$ cat config.mk
export PLATFORM = sky130hd
export DESIGN_NAME = pingpong_bump_allocator_flat
export DESIGN_NICKNAME = d
export VERILOG_FILES = /design/src/rtl/pba_pkg.sv /design/src/rtl/pba_req_if.sv /design/src/rtl/pba_rsp_if.sv /design/src/rtl/pingpong_bump_allocator.sv /design/src/rtl/pba_cfg_regs.sv /design/src/rtl/pba_alloc_unit.sv /design/src/flat_wrapper.sv
export SDC_FILE = /design/constraint.sdc
export NUM_CORES = 1
export LEC_CHECK = 0
export ABC_AREA = 1
export BUFFER_PORTS_ARGS = -buffer_cell sky130_fd_sc_hd__buf_2
export CAP_MARGIN = 20
export CORE_MARGIN = 2
export CORE_UTILIZATION = 55
export DETAILED_ROUTE_END_ITERATION = 16
export GPL_TIMING_DRIVEN = 1
export HOLD_SLACK_MARGIN = 0.02
export PLACE_DENSITY_LB_ADDON = 0.25
export SLEW_MARGIN = 40
export SYNTH_ARGS = -nofsm -noshare
export SYNTH_HDL_FRONTEND = slang
export SYNTH_SLANG_ARGS = --single-unit
$ cat constraint.sdc
create_clock -name clk_i -period 14.61 [get_ports clk_i]
set_clock_uncertainty 0.1 [all_clocks]
set_input_delay 1.461 -clock clk_i [delete_from_list [all_inputs] [get_ports clk_i]]
set_output_delay 1.461 -clock clk_i [all_outputs]
set_load 0.01 [all_outputs]
$ cat src/rtl/pba_pkg.sv
`default_nettype none

package pba_pkg;

  localparam int unsigned OFF_W      = 21;
  localparam int unsigned ADDR_W     = 32;
  localparam int unsigned ALIGN_W    = 13;
  localparam int unsigned TOTAL_W    = 16;
  localparam int unsigned CFG_IDX_W  = 2;
  localparam int unsigned CFG_DATA_W = 32;

  localparam logic [OFF_W-1:0] CAP_RESET = OFF_W'(1048576);

  typedef enum logic [1:0] {
    REQ_ALLOC   = 2'd0,
    REQ_RESET   = 2'd1,
    REQ_RESTORE = 2'd2,
    REQ_SWAP    = 2'd3
  } req_e;

  typedef enum logic [1:0] {
    STATUS_OK      = 2'd0,
    STATUS_INVALID = 2'd1,
    STATUS_NOMEM   = 2'd2
  } status_e;

  typedef enum logic [CFG_IDX_W-1:0] {
    CFG_BASE_A = 2'd0,
    CFG_CAP_A  = 2'd1,
    CFG_BASE_B = 2'd2,
    CFG_CAP_B  = 2'd3
  } cfg_idx_e;

  typedef struct packed {
    req_e               req_type;
    logic               arena_side;
    logic [OFF_W-1:0]   alloc_size;
    logic [ALIGN_W-1:0] alignment;
    logic [OFF_W-1:0]   restore_mark;
  } req_t;

  typedef struct packed {
    status_e             status;
    logic                granted;
    logic [ADDR_W-1:0]   address_out;
    logic [OFF_W-1:0]    offset_out;
    logic [OFF_W-1:0]    used_bytes;
    logic [OFF_W-1:0]    remaining_bytes;
    logic [OFF_W-1:0]    peak_bytes;
    logic [TOTAL_W-1:0]  alloc_total;
    logic                active_role;
  } rsp_t;

  typedef struct packed {
    status_e           status;
    logic              granted;
    logic [ADDR_W-1:0] address;
    logic [OFF_W-1:0]  offset;
    logic [OFF_W-1:0]  remaining;
  } grant_t;

  typedef struct packed {
    logic [ADDR_W-1:0] base_a;
    logic [OFF_W-1:0]  cap_a;
    logic [ADDR_W-1:0] base_b;
    logic [OFF_W-1:0]  cap_b;
  } cfg_t;

endpackage

`default_nettype wire

$ cat src/rtl/pba_req_if.sv
`default_nettype none

interface pba_req_if;
  logic          valid;
  logic          ready;
  pba_pkg::req_t data;

  modport source (output valid, output data, input ready);
  modport sink (input valid, input data, output ready);
endinterface

`default_nettype wire

$ cat src/rtl/pba_rsp_if.sv
`default_nettype none

interface pba_rsp_if;
  logic          valid;
  logic          ready;
  pba_pkg::rsp_t data;

  modport source (output valid, output data, input ready);
  modport sink (input valid, input data, output ready);
endinterface

`default_nettype wire

$ cat src/rtl/pingpong_bump_allocator.sv
// Ping-pong pair of bump arenas, A and B, each with an offset, a lifetime peak
// and a saturating allocation count. Each request beat on req_i carries one of
// alloc, reset, restore or swap and returns exactly one response beat on rsp_o
// describing the selected arena (arena_side picks the input or output role,
// resolved after any swap). A request is registered on entry, evaluated by
// combinational align, compare and update logic against the arena registers,
// and the response is registered on exit; a new request is taken every cycle
// while the response side keeps up. Capacities above 2^OFFSET_BITS are clamped
// to it. The user must write base and capacity registers (cfg_we_i/cfg_idx_i/
// cfg_data_i) only while no request is in flight; the block does not check it.
`default_nettype none

module pingpong_bump_allocator #(
  parameter int unsigned OFFSET_BITS = 20,
  parameter int unsigned COUNT_BITS  = 16
) (
  input  wire logic                           clk_i,
  input  wire logic                           rst_ni,
  input  wire logic                           cfg_we_i,
  input  wire logic [pba_pkg::CFG_IDX_W-1:0]  cfg_idx_i,
  input  wire logic [pba_pkg::CFG_DATA_W-1:0] cfg_data_i,
  pba_req_if.sink                             req_i,
  pba_rsp_if.source                           rsp_o
);
  import pba_pkg::*;

  localparam int unsigned CNT_EXT_W = (COUNT_BITS > TOTAL_W) ? COUNT_BITS : TOTAL_W;

  cfg_t cfg;

  logic in_vld_q;
  req_t in_q;
  logic out_vld_q;
  rsp_t rsp_q;
  rsp_t rsp_d;
  logic advance;
  logic in_take;

  logic                  role_q, role_d;
  logic [OFF_W-1:0]      off_a_q, off_b_q, off_a_d, off_b_d;
  logic [OFF_W-1:0]      peak_a_q, peak_b_q, peak_a_d, peak_b_d;
  logic [COUNT_BITS-1:0] cnt_a_q, cnt_b_q, cnt_a_d, cnt_b_d;

  logic                  swap;
  logic                  sel_b;
  logic [OFF_W-1:0]      off_a_pre, off_b_pre;
  logic [COUNT_BITS-1:0] cnt_a_pre, cnt_b_pre;
  logic [OFF_W-1:0]      off_sel, peak_sel, cap_sel;
  logic [COUNT_BITS-1:0] cnt_sel;
  logic [ADDR_W-1:0]     base_sel;
  logic [OFF_W-1:0]      off_new, peak_new;
  logic [COUNT_BITS-1:0] cnt_new;
  logic [CNT_EXT_W-1:0]  cnt_ext;
  grant_t                grant;

  pba_cfg_regs u_cfg (
    .clk_i      (clk_i),
    .rst_ni     (rst_ni),
    .cfg_we_i   (cfg_we_i),
    .cfg_idx_i  (cfg_idx_i),
    .cfg_data_i (cfg_data_i),
    .cfg_o      (cfg)
  );

  assign advance     = in_vld_q && (!out_vld_q || rsp_o.ready);
  assign req_i.ready = !in_vld_q || advance;
  assign in_take     = req_i.valid && req_i.ready;

  // clear the old input arena before the roles flip
  always_comb begin
    swap      = (in_q.req_type == REQ_SWAP);
    off_a_pre = (swap && !role_q) ? '0 : off_a_q;
    cnt_a_pre = (swap && !role_q) ? '0 : cnt_a_q;
    off_b_pre = (swap && role_q) ? '0 : off_b_q;
    cnt_b_pre = (swap && role_q) ? '0 : cnt_b_q;
    role_d    = role_q ^ swap;
    sel_b     = role_d ^ in_q.arena_side;

    off_sel  = sel_b ? off_b_pre : off_a_pre;
    cnt_sel  = sel_b ? cnt_b_pre : cnt_a_pre;
    peak_sel = sel_b ? peak_b_q : peak_a_q;
    cap_sel  = sel_b ? cfg.cap_b : cfg.cap_a;
    base_sel = sel_b ? cfg.base_b : cfg.base_a;
  end

  pba_alloc_unit #(
    .OFFSET_BITS (OFFSET_BITS),
    .COUNT_BITS  (COUNT_BITS)
  ) u_alloc (
    .req_i   (in_q),
    .off_i   (off_sel),
    .peak_i  (peak_sel),
    .cnt_i   (cnt_sel),
    .cap_i   (cap_sel),
    .base_i  (base_sel),
    .off_o   (off_new),
    .peak_o  (peak_new),
    .cnt_o   (cnt_new),
    .grant_o (grant)
  );

  always_comb begin
    off_a_d  = sel_b ? off_a_pre : off_new;
    cnt_a_d  = sel_b ? cnt_a_pre : cnt_new;
    peak_a_d = sel_b ? peak_a_q : peak_new;
    off_b_d  = sel_b ? off_new : off_b_pre;
    cnt_b_d  = sel_b ? cnt_new : cnt_b_pre;
    peak_b_d = sel_b ? peak_new : peak_b_q;

    cnt_ext               = CNT_EXT_W'(cnt_new);
    rsp_d.status          = grant.status;
    rsp_d.granted         = grant.granted;
    rsp_d.address_out     = grant.address;
    rsp_d.offset_out      = grant.offset;
    rsp_d.used_bytes      = off_new;
    rsp_d.remaining_bytes = grant.remaining;
    rsp_d.peak_bytes      = peak_new;
    rsp_d.alloc_total     = cnt_ext[TOTAL_W-1:0];
    rsp_d.active_role     = role_d;
  end

  always_ff @(posedge clk_i or negedge rst_ni) begin
    if (!rst_ni) begin
      in_vld_q  <= 1'b0;
      out_vld_q <= 1'b0;
      role_q    <= 1'b0;
      off_a_q   <= '0;
      off_b_q   <= '0;
      peak_a_q  <= '0;
      peak_b_q  <= '0;
      cnt_a_q   <= '0;
      cnt_b_q   <= '0;
    end else begin
      if (in_take) begin
        in_vld_q <= 1'b1;
      end else if (advance) begin
        in_vld_q <= 1'b0;
      end
      if (advance) begin
        out_vld_q <= 1'b1;
        role_q    <= role_d;
        off_a_q   <= off_a_d;
        off_b_q   <= off_b_d;
        peak_a_q  <= peak_a_d;
        peak_b_q  <= peak_b_d;
        cnt_a_q   <= cnt_a_d;
        cnt_b_q   <= cnt_b_d;
      end else if (rsp_o.ready) begin
        out_vld_q <= 1'b0;
      end
    end
  end

  // hold payloads until the next beat
  always_ff @(posedge clk_i) begin
    if (in_take) begin
      in_q <= req_i.data;
    end
    if (advance) begin
      rsp_q <= rsp_d;
    end
  end

  assign rsp_o.valid = out_vld_q;
  assign rsp_o.data  = rsp_q;

endmodule

`default_nettype wire

$ cat src/rtl/pba_cfg_regs.sv
`default_nettype none

module pba_cfg_regs (
  input  wire logic                               clk_i,
  input  wire logic                               rst_ni,
  input  wire logic                               cfg_we_i,
  input  wire logic [pba_pkg::CFG_IDX_W-1:0]      cfg_idx_i,
  input  wire logic [pba_pkg::CFG_DATA_W-1:0]     cfg_data_i,
  output pba_pkg::cfg_t                           cfg_o
);
  import pba_pkg::*;

  cfg_t cfg_q;

  always_ff @(posedge clk_i or negedge rst_ni) begin
    if (!rst_ni) begin
      cfg_q.base_a <= '0;
      cfg_q.cap_a  <= CAP_RESET;
      cfg_q.base_b <= '0;
      cfg_q.cap_b  <= CAP_RESET;
    end else if (cfg_we_i) begin
      case (cfg_idx_e'(cfg_idx_i))
        CFG_BASE_A: cfg_q.base_a <= cfg_data_i[ADDR_W-1:0];
        CFG_CAP_A:  cfg_q.cap_a  <= cfg_data_i[OFF_W-1:0];
        CFG_BASE_B: cfg_q.base_b <= cfg_data_i[ADDR_W-1:0];
        CFG_CAP_B:  cfg_q.cap_b  <= cfg_data_i[OFF_W-1:0];
        default: ;
      endcase
    end
  end

  assign cfg_o = cfg_q;

endmodule

`default_nettype wire

$ cat src/rtl/pba_alloc_unit.sv
`default_nettype none

module pba_alloc_unit #(
  parameter int unsigned OFFSET_BITS = 20,
  parameter int unsigned COUNT_BITS  = 16
) (
  input  wire pba_pkg::req_t                  req_i,
  input  wire logic [pba_pkg::OFF_W-1:0]      off_i,
  input  wire logic [pba_pkg::OFF_W-1:0]      peak_i,
  input  wire logic [COUNT_BITS-1:0]          cnt_i,
  input  wire logic [pba_pkg::OFF_W-1:0]      cap_i,
  input  wire logic [pba_pkg::ADDR_W-1:0]     base_i,
  output logic [pba_pkg::OFF_W-1:0]           off_o,
  output logic [pba_pkg::OFF_W-1:0]           peak_o,
  output logic [COUNT_BITS-1:0]               cnt_o,
  output pba_pkg::grant_t                     grant_o
);
  import pba_pkg::*;

  localparam int unsigned SUM_W = OFF_W + 2;
  localparam logic [32:0] CAP_LIM = 33'(1) << OFFSET_BITS;

  logic [OFF_W-1:0]   cap_eff;
  logic [ALIGN_W-1:0] align_m1;
  logic               align_ok;
  logic [SUM_W-1:0]   aligned;
  logic [SUM_W-1:0]   end_off;
  logic               fits;
  logic [OFF_W-1:0]   off_n;

  always_comb begin
    cap_eff  = (33'(cap_i) > CAP_LIM) ? CAP_LIM[OFF_W-1:0] : cap_i;
    align_m1 = req_i.alignment - ALIGN_W'(1);
    align_ok = (req_i.alignment != '0) && ((req_i.alignment & align_m1) == '0);
    aligned  = (SUM_W'(off_i) + SUM_W'(align_m1)) & ~SUM_W'(align_m1);
    end_off  = aligned + SUM_W'(req_i.alloc_size);
    fits     = end_off <= SUM_W'(cap_eff);

    off_n            = off_i;
    peak_o           = peak_i;
    cnt_o            = cnt_i;
    grant_o.status   = STATUS_OK;
    grant_o.granted  = 1'b0;
    grant_o.address  = '0;
    grant_o.offset   = '0;

    case (req_i.req_type)
      REQ_ALLOC: begin
        if (req_i.alloc_size != '0) begin
          if (!align_ok) begin
            grant_o.status = STATUS_INVALID;
          end else if (!fits) begin
            grant_o.status = STATUS_NOMEM;
          end else begin
            grant_o.granted = 1'b1;
            grant_o.offset  = aligned[OFF_W-1:0];
            grant_o.address = base_i + ADDR_W'(aligned);
            off_n           = end_off[OFF_W-1:0];
            if (cnt_i != '1) begin
              cnt_o = cnt_i + COUNT_BITS'(1);
            end
            if (end_off[OFF_W-1:0] > peak_i) begin
              peak_o = end_off[OFF_W-1:0];
            end
          end
        end
      end
      REQ_RESET: begin
        off_n = '0;
        cnt_o = '0;
      end
      REQ_RESTORE: begin
        if (req_i.restore_mark <= off_i) begin
          off_n = req_i.restore_mark;
        end
      end
      default: ;
    endcase

    off_o             = off_n;
    grant_o.remaining = (cap_eff > off_n) ? cap_eff - off_n : '0;
  end

endmodule

`default_nettype wire
$ cat src/flat_wrapper.sv
// flat-port wrapper written by rule: the top's interface ports become plain ports
module pingpong_bump_allocator_flat import pba_pkg::*;
#(
  parameter int unsigned OFFSET_BITS = 20,
  parameter int unsigned COUNT_BITS  = 16
)
  (clk_i, rst_ni, cfg_we_i, cfg_idx_i, cfg_data_i, req_i_valid, req_i_data, req_i_ready, rsp_o_valid, rsp_o_data, rsp_o_ready);
  pba_req_if req_i_i ();
  pba_rsp_if rsp_o_i ();
  input  wire logic clk_i;
  input  wire logic rst_ni;
  input  wire logic cfg_we_i;
  input  wire logic [pba_pkg::CFG_IDX_W-1:0] cfg_idx_i;
  input  wire logic [pba_pkg::CFG_DATA_W-1:0] cfg_data_i;
  input wire logic [$bits(req_i_i.valid)-1:0] req_i_valid;
  input wire logic [$bits(req_i_i.data)-1:0] req_i_data;
  output wire logic [$bits(req_i_i.ready)-1:0] req_i_ready;
  output wire logic [$bits(rsp_o_i.valid)-1:0] rsp_o_valid;
  output wire logic [$bits(rsp_o_i.data)-1:0] rsp_o_data;
  input wire logic [$bits(rsp_o_i.ready)-1:0] rsp_o_ready;
  assign req_i_i.valid = req_i_valid;
  assign req_i_i.data = req_i_data;
  assign req_i_ready = req_i_i.ready;
  assign rsp_o_valid = rsp_o_i.valid;
  assign rsp_o_data = rsp_o_i.data;
  assign rsp_o_i.ready = rsp_o_ready;
  pingpong_bump_allocator #(.OFFSET_BITS(OFFSET_BITS), .COUNT_BITS(COUNT_BITS)) u_core (.clk_i(clk_i), .rst_ni(rst_ni), .cfg_we_i(cfg_we_i), .cfg_idx_i(cfg_idx_i), .cfg_data_i(cfg_data_i), .req_i(req_i_i), .rsp_o(rsp_o_i));
endmodule
# Word level (Yosys, flattened, before mapping)
# Index checks and enable logic that the tools add are counted.
# word_totals
in_bits,97
ff_bits,419
output_inout_bits,138
# classes
bitwise_logic,6
add_sub_neg,6
n_eq_ne,7
n_lt_le_gt_ge,5
n_mux,36
reduce_logical,26
# op_table
operator,n
$mux W21,17
$mux W16,9
$pmux W21 S3,1
$mux W54,1
$gt A21 B21 Y1,2
$add A32 B23 Y32,1
$mux W32,1
$pmux W16 S2,1
$add A23 B21 Y23,1
$and A22 B23 Y23,1
$le A23 B21 Y1,1
$not A13 Y23,1
$add A21 B13 Y22,1
$gt A21 B21 Y1 const B,1
$le A21 B21 Y1,1
$reduce_bool A21 Y1,1
$sub A21 B21 Y21,1
$add A16 B1 Y16 const B,1
$ne A16 B16 Y1 const B,1
$reduce_and A2 Y1,7
$and A13 B13 Y13,1
$logic_not A13 Y1,1
$reduce_bool A13 Y1,1
$sub A13 B1 Y13 const B,1
13 further kinds,31

# Depth between registers and ports, before layout
# Gate-level depths: netlist of the first run.
# logic_depth
depth_word,13
ltp_mapped,82
ltp_nobuf,71

# Hierarchy
# A second synthesis of the first run with hierarchy kept.
# hier_totals
cells_unflattened,3273
area_unflattened_um2,25667.1
# by_module_without_submodules
mod,area_each_um2,n_inst,cells_per_inst
pingpong_bump_allocator,12703.4,1,1253
pba_alloc_unit,8649.5,1,1548
pba_cfg_regs,4314.1,1,472

# Worst setup path after synthesis of the first run
# OpenSTA, ideal clock, no wires.
# synth_path
path_kind,register -> register
from,register u_core.in_q[57] (netlist bit)
to,"register u_core.rsp_q, in the netlist u_core.rsp_o.data[56] (data pin)"
t_arrival_ns,10.669
path_buffers,11
period_less_slack_ns,11.039
required_time_ns,14.240
path_slack_ns,3.571
path_stages_with_launch,79
cell_sequence,edfxtp_1 > clkbuf_1 > nand2_1 > inv_1 > clkbuf_1 > ha_1 > inv_2 > nand2_2 > nand2_2 > buf_2 > buf_2 > buf_2 > buf_2 > buf_2 > clkbuf_1 > clkbuf_1 > nand2_1 > o21ai_0 > [... 43 more ...] > nand3_1 > nand2_1 > nand3_1 > nand2_1 > nand3_1 > nand2_1 > nand3_1 > nand2_1 > a21o_1 > a21oi_1 > o21ai_0 > nand2_1 > nand2_1 > nand3_1 > nand2_1 > o22ai_1 > clkbuf_1 > a21oi_1
# synth_via
elab_chain_len,13
# synth_lines
element,line_no,rtl
"start, declared",pingpong_bump_allocator.sv:32,req_t in_q;
"start signal, assigned",pingpong_bump_allocator.sv:157,in_q <= req_i.data;
$eq A2 B2 Y1 *,pingpong_bump_allocator.sv:71,swap = (in_q.req_type == REQ_SWAP);
$xor A1 B1 Y1 *,pingpong_bump_allocator.sv:76,role_d = role_q ^ swap;
net u_core.role_d,pingpong_bump_allocator.sv:39,"logic role_q, role_d;"
$xor A1 B1 Y1 *,pingpong_bump_allocator.sv:77,sel_b = role_d ^ in_q.arena_side;
$mux W21 *,pingpong_bump_allocator.sv:79,off_sel = sel_b ? off_b_pre : off_a_pre;
$add A21 B13 Y22 *,pba_alloc_unit.sv:35,aligned = (SUM_W'(off_i) + SUM_W'(align_m1)) & ~SUM_W'(align_m1);
$and A22 B23 Y23 *,pba_alloc_unit.sv:35,
net u_core.u_alloc.aligned[9],pba_alloc_unit.sv:26,logic [SUM_W-1:0] aligned;
$add A23 B21 Y23 *,pba_alloc_unit.sv:36,end_off = aligned + SUM_W'(req_i.alloc_size);
$le A23 B21 Y1 *,pba_alloc_unit.sv:37,fits = end_off <= SUM_W'(cap_eff);
$mux W21 *,pba_alloc_unit.sv:52,end else if (!fits) begin
$mux W21 *,pba_alloc_unit.sv:50,if (!align_ok) begin
$mux W21 *,pba_alloc_unit.sv:49,if (req_i.alloc_size != '0) begin
$pmux W21 S3 *,pba_alloc_unit.sv:47,case (req_i.req_type)
net u_core.off_new[2],pingpong_bump_allocator.sv:51,"logic [OFF_W-1:0] off_new, peak_new;"
$sub A21 B21 Y21 or $gt A21 B21 Y1 (tied branches),pba_alloc_unit.sv:81,grant_o.remaining = (cap_eff > off_n) ? cap_eff - off_n : '0;
"end signal, assigned",pingpong_bump_allocator.sv:160,rsp_q <= rsp_d;
"end, declared",pingpong_bump_allocator.sv:34,rsp_t rsp_q;
# Mark *: on every way through the listed nets, which the timed path passes. The rest lies on a longest branch.
# A chain may end at the register's enable or synchronous reset.

# Worst setup path in the final report of the first run
# layout_path
from,register u_core.in_q[57] (netlist bit)
to,"register u_core.rsp_q, in the netlist u_core.rsp_o.data[53] (data pin)"
# layout_via
elab_chain_len,13
# layout_lines
element,line_no
$eq A2 B2 Y1 *,pingpong_bump_allocator.sv:71
"$xor A1 B1 Y1, or another cell as far along",pingpong_bump_allocator.sv:76
"$xor A1 B1 Y1, or another cell as far along",pingpong_bump_allocator.sv:77
$mux W21 *,pingpong_bump_allocator.sv:79
$add A21 B13 Y22 *,pba_alloc_unit.sv:35
$and A22 B23 Y23 *,pba_alloc_unit.sv:35
net u_core.u_alloc.aligned[9],pba_alloc_unit.sv:26
$add A23 B21 Y23 *,pba_alloc_unit.sv:36
$le A23 B21 Y1 *,pba_alloc_unit.sv:37
$mux W21 *,pba_alloc_unit.sv:52
$mux W21 *,pba_alloc_unit.sv:50
$mux W21 *,pba_alloc_unit.sv:49
$pmux W21 S3 *,pba_alloc_unit.sv:47
net u_core.off_new[1],pingpong_bump_allocator.sv:51
$sub A21 B21 Y21 or $gt A21 B21 Y1 (tied branches),pba_alloc_unit.sv:81
# Marked as above.

==> run metrics, run 1 <==
status completed; synthesized instance count 2968; Layout fillers roughly 3.8k; Max Used Layer met4; Max FO, Critical Path 44; FF+latch count, synth 419; crit path capture type flip-flop; final hold vios 0; DRT met1 WL 32500 um; Diodes inserted 0; Max-Cap Viols 0; post-DR vias/cell 5.63; input/output buffers 234; critical path arrival 13.13 ns; count of final setup violators 0; clock buffer depth 3; largest net degree at the start of global routing 99; 1st-pass router iterations 6; I/O Pins 235; Final Util 0.632; total grt overflow 0; Tot GR Track Use 0.324; CTS resizes 0; VDD IR max approximately 0.11 mV; Mapped Nets 3213; final RePlAce weighted congestion 0.986; WL met2 36300 um; Area contributors post-synth edfxtp_1 24%, dfrtp_1 23%, nand2_1 12%; post-route clock period utilization 0.883; Pwr per Cell Area 238 nW/um2; WL final 76100 um; vias in the first global route 20.3k; ANT nets after route 0; first-iteration detailed-routing DRC count 2286; Initial Utilization 0.557; CTS HTree Levels 2; Die X 216 um; Least-Margin Pin Slew 0.865 ns; DRC 0; Hold Crit Class flip-flop to flip-flop; die area 46600 um2; clock root buffer clkbuf_16; clock latency on the worst-skew pair 0.60 ns; synthesis-to-layout area growth 13.4%; R2R Path Start u_core.in_q[57]; Distinct cells, synth 65; max incr delay on CP 0.59 ns; share of the synthesized area in the top cell type 0.236; number of synthesized flops with an enable pin 194; Synth Cell Area 24700 um2; Multi-input gate area roughly 11000 um2; FF/Latch Area 11500 um2; Yosys top cell by area edfxtp_1; Non-Filler Instances 3806; initial antenna violation count 0; CP Class flip-flop to flip-flop; post-CTS setup buffers 0; first-pass GRT wire length between 100000 and 150000 um; CP most frequent cell nand2_1; vias post-DR around 21k; row count a little under 80; layout cells sized above 1 0.154; hold buffer count at cts 0; Fin Setup TNS 0 ns; worst setup slack after placement approximately 2.1 ns; fin crit period 12.91 ns; WL met3 4650 um; RSZ-0062 raised after global routing no; Max Clk Rate 77.5 MHz; clock tree sinks 419; clock buffer count from CTS 44; relative slew slack 0.421; Placed Cells 3723; sequential share of the synthesized area 0.464; CP startpoint kind flip-flop; worst setup margin 1.70 ns; slowest CP cell xor2_1; DP HPWL 57300 um; CTS tree done; Clock Pin Slew Worst Setup and Hold Paths ~0.07 ns; Synthesis Warnings 0; leading register cell type out of synthesis dfrtp_1; Hold Path Origin u_core.cnt_a_q[1]; Nets 3423; wire per inst 20.0 um; Post-synth ARST share 0.537; Chip Height 216 um; worst path required time 14.83 ns; Setup crit start u_core.in_q[57]; P_leak 0.0136 uW; core area roughly 44000 um2; Final Slew Violations 0; Mean Syn Cell Area 8.32 um2
## synthesized netlist by cell type (30+ instances only)
cell and number:
a21oi_1 155, clkbuf_1 66, dfrtp_1 223, edfxtp_1 194, ha_1 144, inv_1 359, nand2_1 775, nand2_2 43
nand3_1 98, nand4_1 31, nor2_1 249, nor3_1 34, o21ai_0 232, o21ai_1 30, xor2_1 35
## per-stage QoR
| stage | instance area [um2] | hold slack [ns] | power (uW) |
|---|---|---|---|
| after global routing | 28000 | 0.395 | 7130 |
| after CTS | 28000 | 0.381 | 6620 |
| final | 28000 | 0.379 | 6670 |
| after global placement | 26400 | 0.359 | 5390 |
| after floorplan | 24700 | 0.346 | 4250 |
| after detailed placement | 26500 | 0.365 | 5450 |
## placed cells by master, fill, tap and decap left out, types with 16 or more instances in the layout
master     Yosys  routed
ha_1         144     144
o211ai_2      17      17
o21ai_1       30      31
xnor2_1       20      19
dfrtp_1      223     223
nand3b_1      16      16
nand2_2       43      44
nor3_1        34      34
a21oi_1      155     155
mux2i_1       25      25
nand2_1      775     772
clkbuf_16      0      45
nand3_2       19      19
o211ai_1      17      17
buf_2         19     233
o21ai_0      232     229
xor2_1        35      35
or2_2         27      27
edfxtp_1     194     194
nand3_1       98      97
nand4_1       31      31
nor2_1       249     246
inv_1        359     357
buf_4          2      23
nor4_1        16      16
## report_power, final
part / internal (uW) / switching [uW]
sequential: 1560 / 121
combinational: 1230 / 2600
clock: 666 / 480
total: 3460 / 3200
## cell type report
type,count,share of cell area
Clock buffer,58,0.0437
Multi-Input combinational cell,2082,0.410
Inverter,367,0.0494
Sequential cell,419,0.409
Clock inverter,24,0.00925
Tap cell,592,0.0264
Timing Repair Buffer,264,0.0518
## registers in the layout, indices dropped and copies added, names as in the netlist
signal              cells
u_core.rsp_o.data     136
u_core.u_cfg.cfg_o    106
u_core.in_q            58
u_core.off_a_q         21
u_core.off_b_q         21
u_core.peak_a_q        21
u_core.peak_b_q        21
u_core.cnt_a_q         16
u_core.cnt_b_q         16
u_core.in_vld_q         1
u_core.role_q           1
u_core.rsp_o.valid      1
## cell families (layout without fill, tap and decap cells)
group | count (synthesis) | after routing | share of synthesized area
and+or+nand+nor | 1351 | 1351 | 0.241
muxes | 26 | 26 | 0.0106
adders and majority gates | 148 | 148 | 0.0762
DFF | 419 | 419 | 0.464
buffers and inverters | 467 | 713 | 0.0738
xor gates and xnor gates | 55 | 55 | 0.0195
AOI/OAI and AO/OA | 502 | 502 | 0.115
## metal layers
metal,track usage,up-vias
met5,0,-
met4,0.114,0
met3,0.0452,161
met2,0.537,803
met1,0.438,10300
li1,-,10200
## worst paths after layout
kind | endpoint | slack (ns) | cells past startpoint
worst max-delay path | u_core.rsp_o.data[53] | 1.70 | 64
worst min-delay path | u_core.cnt_a_q[1] | 0.38 | 2
worst max register to register | u_core.rsp_o.data[53] | 1.70 | 64
worst min register to register | u_core.cnt_a_q[1] | 0.38 | 2
max in group asynchronous | u_core.u_cfg.cfg_o[20] | 11.89 | 4
min in group asynchronous | u_core.peak_b_q[3] | 0.83 | 1
## critical path: cells and delay by family, from the launching register on
kind | cells | cell delay [ns]
AOI/OAI and AO/OA | 19 | 3.91
adders and majority gates | 5 | 1.75
xor gates and xnor gates | 1 | 0.59
buffers and inverters | 9 | 1.81
and+or+nand+nor | 30 | 3.87
DFF | 1 | 0.54
No activity file was read; power rests on OpenSTA's default activity.
==> inputs of run 2 (changes only) <==
--- a/config.mk
+++ b/config.mk
@@ -10,6 +10,7 @@
 export CAP_MARGIN = 20
 export CORE_MARGIN = 2
 export CORE_UTILIZATION = 55
+export CTS_CLUSTER_DIAMETER = 80
 export DETAILED_ROUTE_END_ITERATION = 16
 export GPL_TIMING_DRIVEN = 1
 export HOLD_SLACK_MARGIN = 0.02
@@ -17,4 +18,5 @@
 export SLEW_MARGIN = 40
 export SYNTH_ARGS = -nofsm -noshare
 export SYNTH_HDL_FRONTEND = slang
+export SYNTH_HIERARCHICAL = 1
 export SYNTH_SLANG_ARGS = --single-unit
==> run 2 against run 1 <==
Against the previous run: critical path depth decreased by 15; clock power about the same; area after synthesis increased by 3.9%; setup slack improved by 1.8 ns; core utilization decreased by 1.1 points; routed wire length increased by 12%; sequential cell count unchanged; first-iteration DRC count increased by 7.2%; combinational power decreased by 4%; largest cell class unchanged.
==> run metrics, run 2 <==
count of final setup violators 0; initial antenna violation count 2; clock buffer count from CTS 45; Diodes inserted 0; Reg2Reg Depth 49; Synthesis Warnings 6; fin crit period approximately 11 ns; total grt overflow 0; crit path capture type flip-flop; leading register cell type out of synthesis dfrtp_1; Area contributors post-synth edfxtp_1 23%, dfrtp_1 22%, nand2_1 15%; sequential share of the synthesized area 0.446; Hold Path Origin u_core/u_cfg/cfg_o[73]; hold-critical path depth 2; hold worst-path end u_core/u_cfg/cfg_o[73]; final hold vios 0; Final Util 0.622; Crit Reg-Reg Endpoint u_core/rsp_o.data[39]; critical path arrival around 11 ns; CP most frequent cell inv_1; Worst path top cell family by delay compound AO/OA/AOI/OAI gates; post-route clock period utilization 0.762; Max-Cap Viols 0; share of the synthesized area in the top cell type 0.227; I/O Pins 235; R2R Path Start u_core/in_q[57]; buffers plus inverters on the worst setup path 11; clock root buffer clkbuf_16; first-pass GRT wire length 128000 um; clock buffer depth 3; most frequent cells after synthesis 1041 x nand2_1, 387 x inv_1, 223 x dfrtp_1; worst path required time roughly 15 ns; Final Slew Violations 0; Least-Margin Pin Slew 0.860 ns; status completed; core area about 46000 um2; synthesized instance count between 3k and 4k; slowest CP cell edfxtp_1; post-CTS setup buffers 0; input/output buffers 234; Synth Cell Area 25700 um2; top-count cell post-synth nand2_1; CP startpoint kind flip-flop; hold buffer count at cts 0; CP Class flip-flop to flip-flop; Distinct cells, synth 58; Die X 220 um; DRC 0; 1st-pass router iterations 6; Post-synth ARST share 0.537; P_leak 0.0142 uW; Fin Setup TNS 0 ns; Mapped Nets roughly 3.5k; Initial Utilization 0.555; reg2reg setup slack 3.48 ns; VDD IR max 0.157 mV; most frequent cells in the layout 1039 x nand2_1, 385 x inv_1, 231 x buf_2; Yosys top cell by area edfxtp_1; largest net degree at the start of global routing between 70 and 80; post-DR vias/cell roughly 5.8; ANT nets after route 0; clock tree sinks 419; vias in the first global route 22.2k; max reg flops ~140; DP HPWL 63300 um; row count 79; Hold Crit Class flip-flop to flip-flop; Tot GR Track Use 0.349; layout cells sized above 1 0.123; WL final roughly 85000 um; wire per inst 20.7 um; die area 48400 um2; Max FO, Critical Path 75; Nets 3703; FF+latch count, synth 419; number of synthesized flops with an enable pin 194; most common cell after layout, fill and taps aside nand2_1; Max Clk Rate around 90 MHz; clock latency on the worst-skew pair 0.60 ns; CTS HTree Levels 2; Clock Pin Slew Worst Setup and Hold Paths 0.06 ns; first-iteration detailed-routing DRC count between 2k and 2.5k; CTS resizes 0; synthesis-to-layout area growth 12.0%; Pwr per Cell Area 225 nW/um2; vias post-DR 23.7k; final RePlAce weighted congestion 0.992; relative slew slack 0.421; RSZ-0062 raised after global routing no; Chip Height 220 um; Mean Syn Cell Area 7.84 um2; max incr delay on CP roughly 0.84 ns; CTS tree done
run 2: cell count changes in the layout (fill, tap and decap cells not counted), sizes merged, moves of 24 or more:
cell,previous run,this run
nor2,263,234
nand4,34,115
mux2i,25,0
nand2,819,1061
o21ai,266,205
or2,28,4
inv,368,402
o211ai,34,7
nand3,119,213
run 2: worst register-to-register path, delay by kind of cell, from the launching register on:
family	cells	cell delay, ns
AOI/OAI and AO/OA	12	2.73
xor gates and xnor gates	2	0.82
buffers and inverters	11	2.41
DFF	1	0.84
and+or+nand+nor	19	2.45
adders and majority gates	5	1.50
run 2: worst max-delay path by stage:
stage	from	to	slack, ns	depth (start not counted)
5_1_grt	u_core/in_q[57]	u_core/rsp_o.data[55]	2.61	50
3_3_place_gp	u_core/in_q[57]	u_core/rsp_o.data[49]	3.78	48
3_5_place_dp	u_core/in_q[57]	u_core/rsp_o.data[40]	3.67	49
2_1_floorplan	u_core/in_q[56]	u_core/rsp_o.data[57]	6.32	58
4_1_cts	u_core/in_q[57]	u_core/rsp_o.data[40]	3.65	49
6_report	u_core/in_q[57]	u_core/rsp_o.data[39]	3.48	49
run 2: metal layers:
layer / vias to the layer above / global-route usage / wire length (um) / share of wire
met3: 217 / 0.0523 / 6230 / 0.073
met1: 11300 / 0.451 / 33900 / 0.40
met4: 2 / 0.151 / 4020 / 0.047
met2: 1068 / 0.582 / 40800 / 0.48
li1: 11100 / - / - / -
met5: - / 0 / 16 / 0.00019
run 2: logic make-up (layout without fill, tap and decap cells):
logic type / Yosys count / in the layout / synth area share
compound gates: 410 / 410 / 0.0872
xor+xnor: 49 / 49 / 0.0167
fa+ha+maj: 149 / 149 / 0.0738
buf+inv: 539 / 760 / 0.0855
flops: 419 / 419 / 0.446
simple gates: 1707 / 1707 / 0.290
run 2: per-stage QoR:
step	setup slack (ns)	hold slack, ns	total power [uW]	instance area [um2]	cells
finish	3.48	0.369	6460	28800	4101
global placement	3.78	0.353	5180	27200	4016
CTS	3.65	0.367	6400	28700	4100
global route	2.61	0.388	6900	28800	4101
detailed placement	3.67	0.358	5250	27200	4016
floorplan	6.32	0.342	4090	25700	3273
run 2: final cells by class:
class / instances / area [um2]
multi-input combinational: 2315 / 12100
fill: 4016 / 17500
tap: 607 / 759
inverter: 406 / 1530
timing repair buffer: 270 / 1480
clock inverter: 22 / 223
sequential: 419 / 11500
clock buffer: 62 / 1250
run 2: report_power, final:
part / internal, uW / switching, uW
combinational: 1140 / 2560
sequential: 1510 / 111
clock: 658 / 483
total: 3310 / 3150
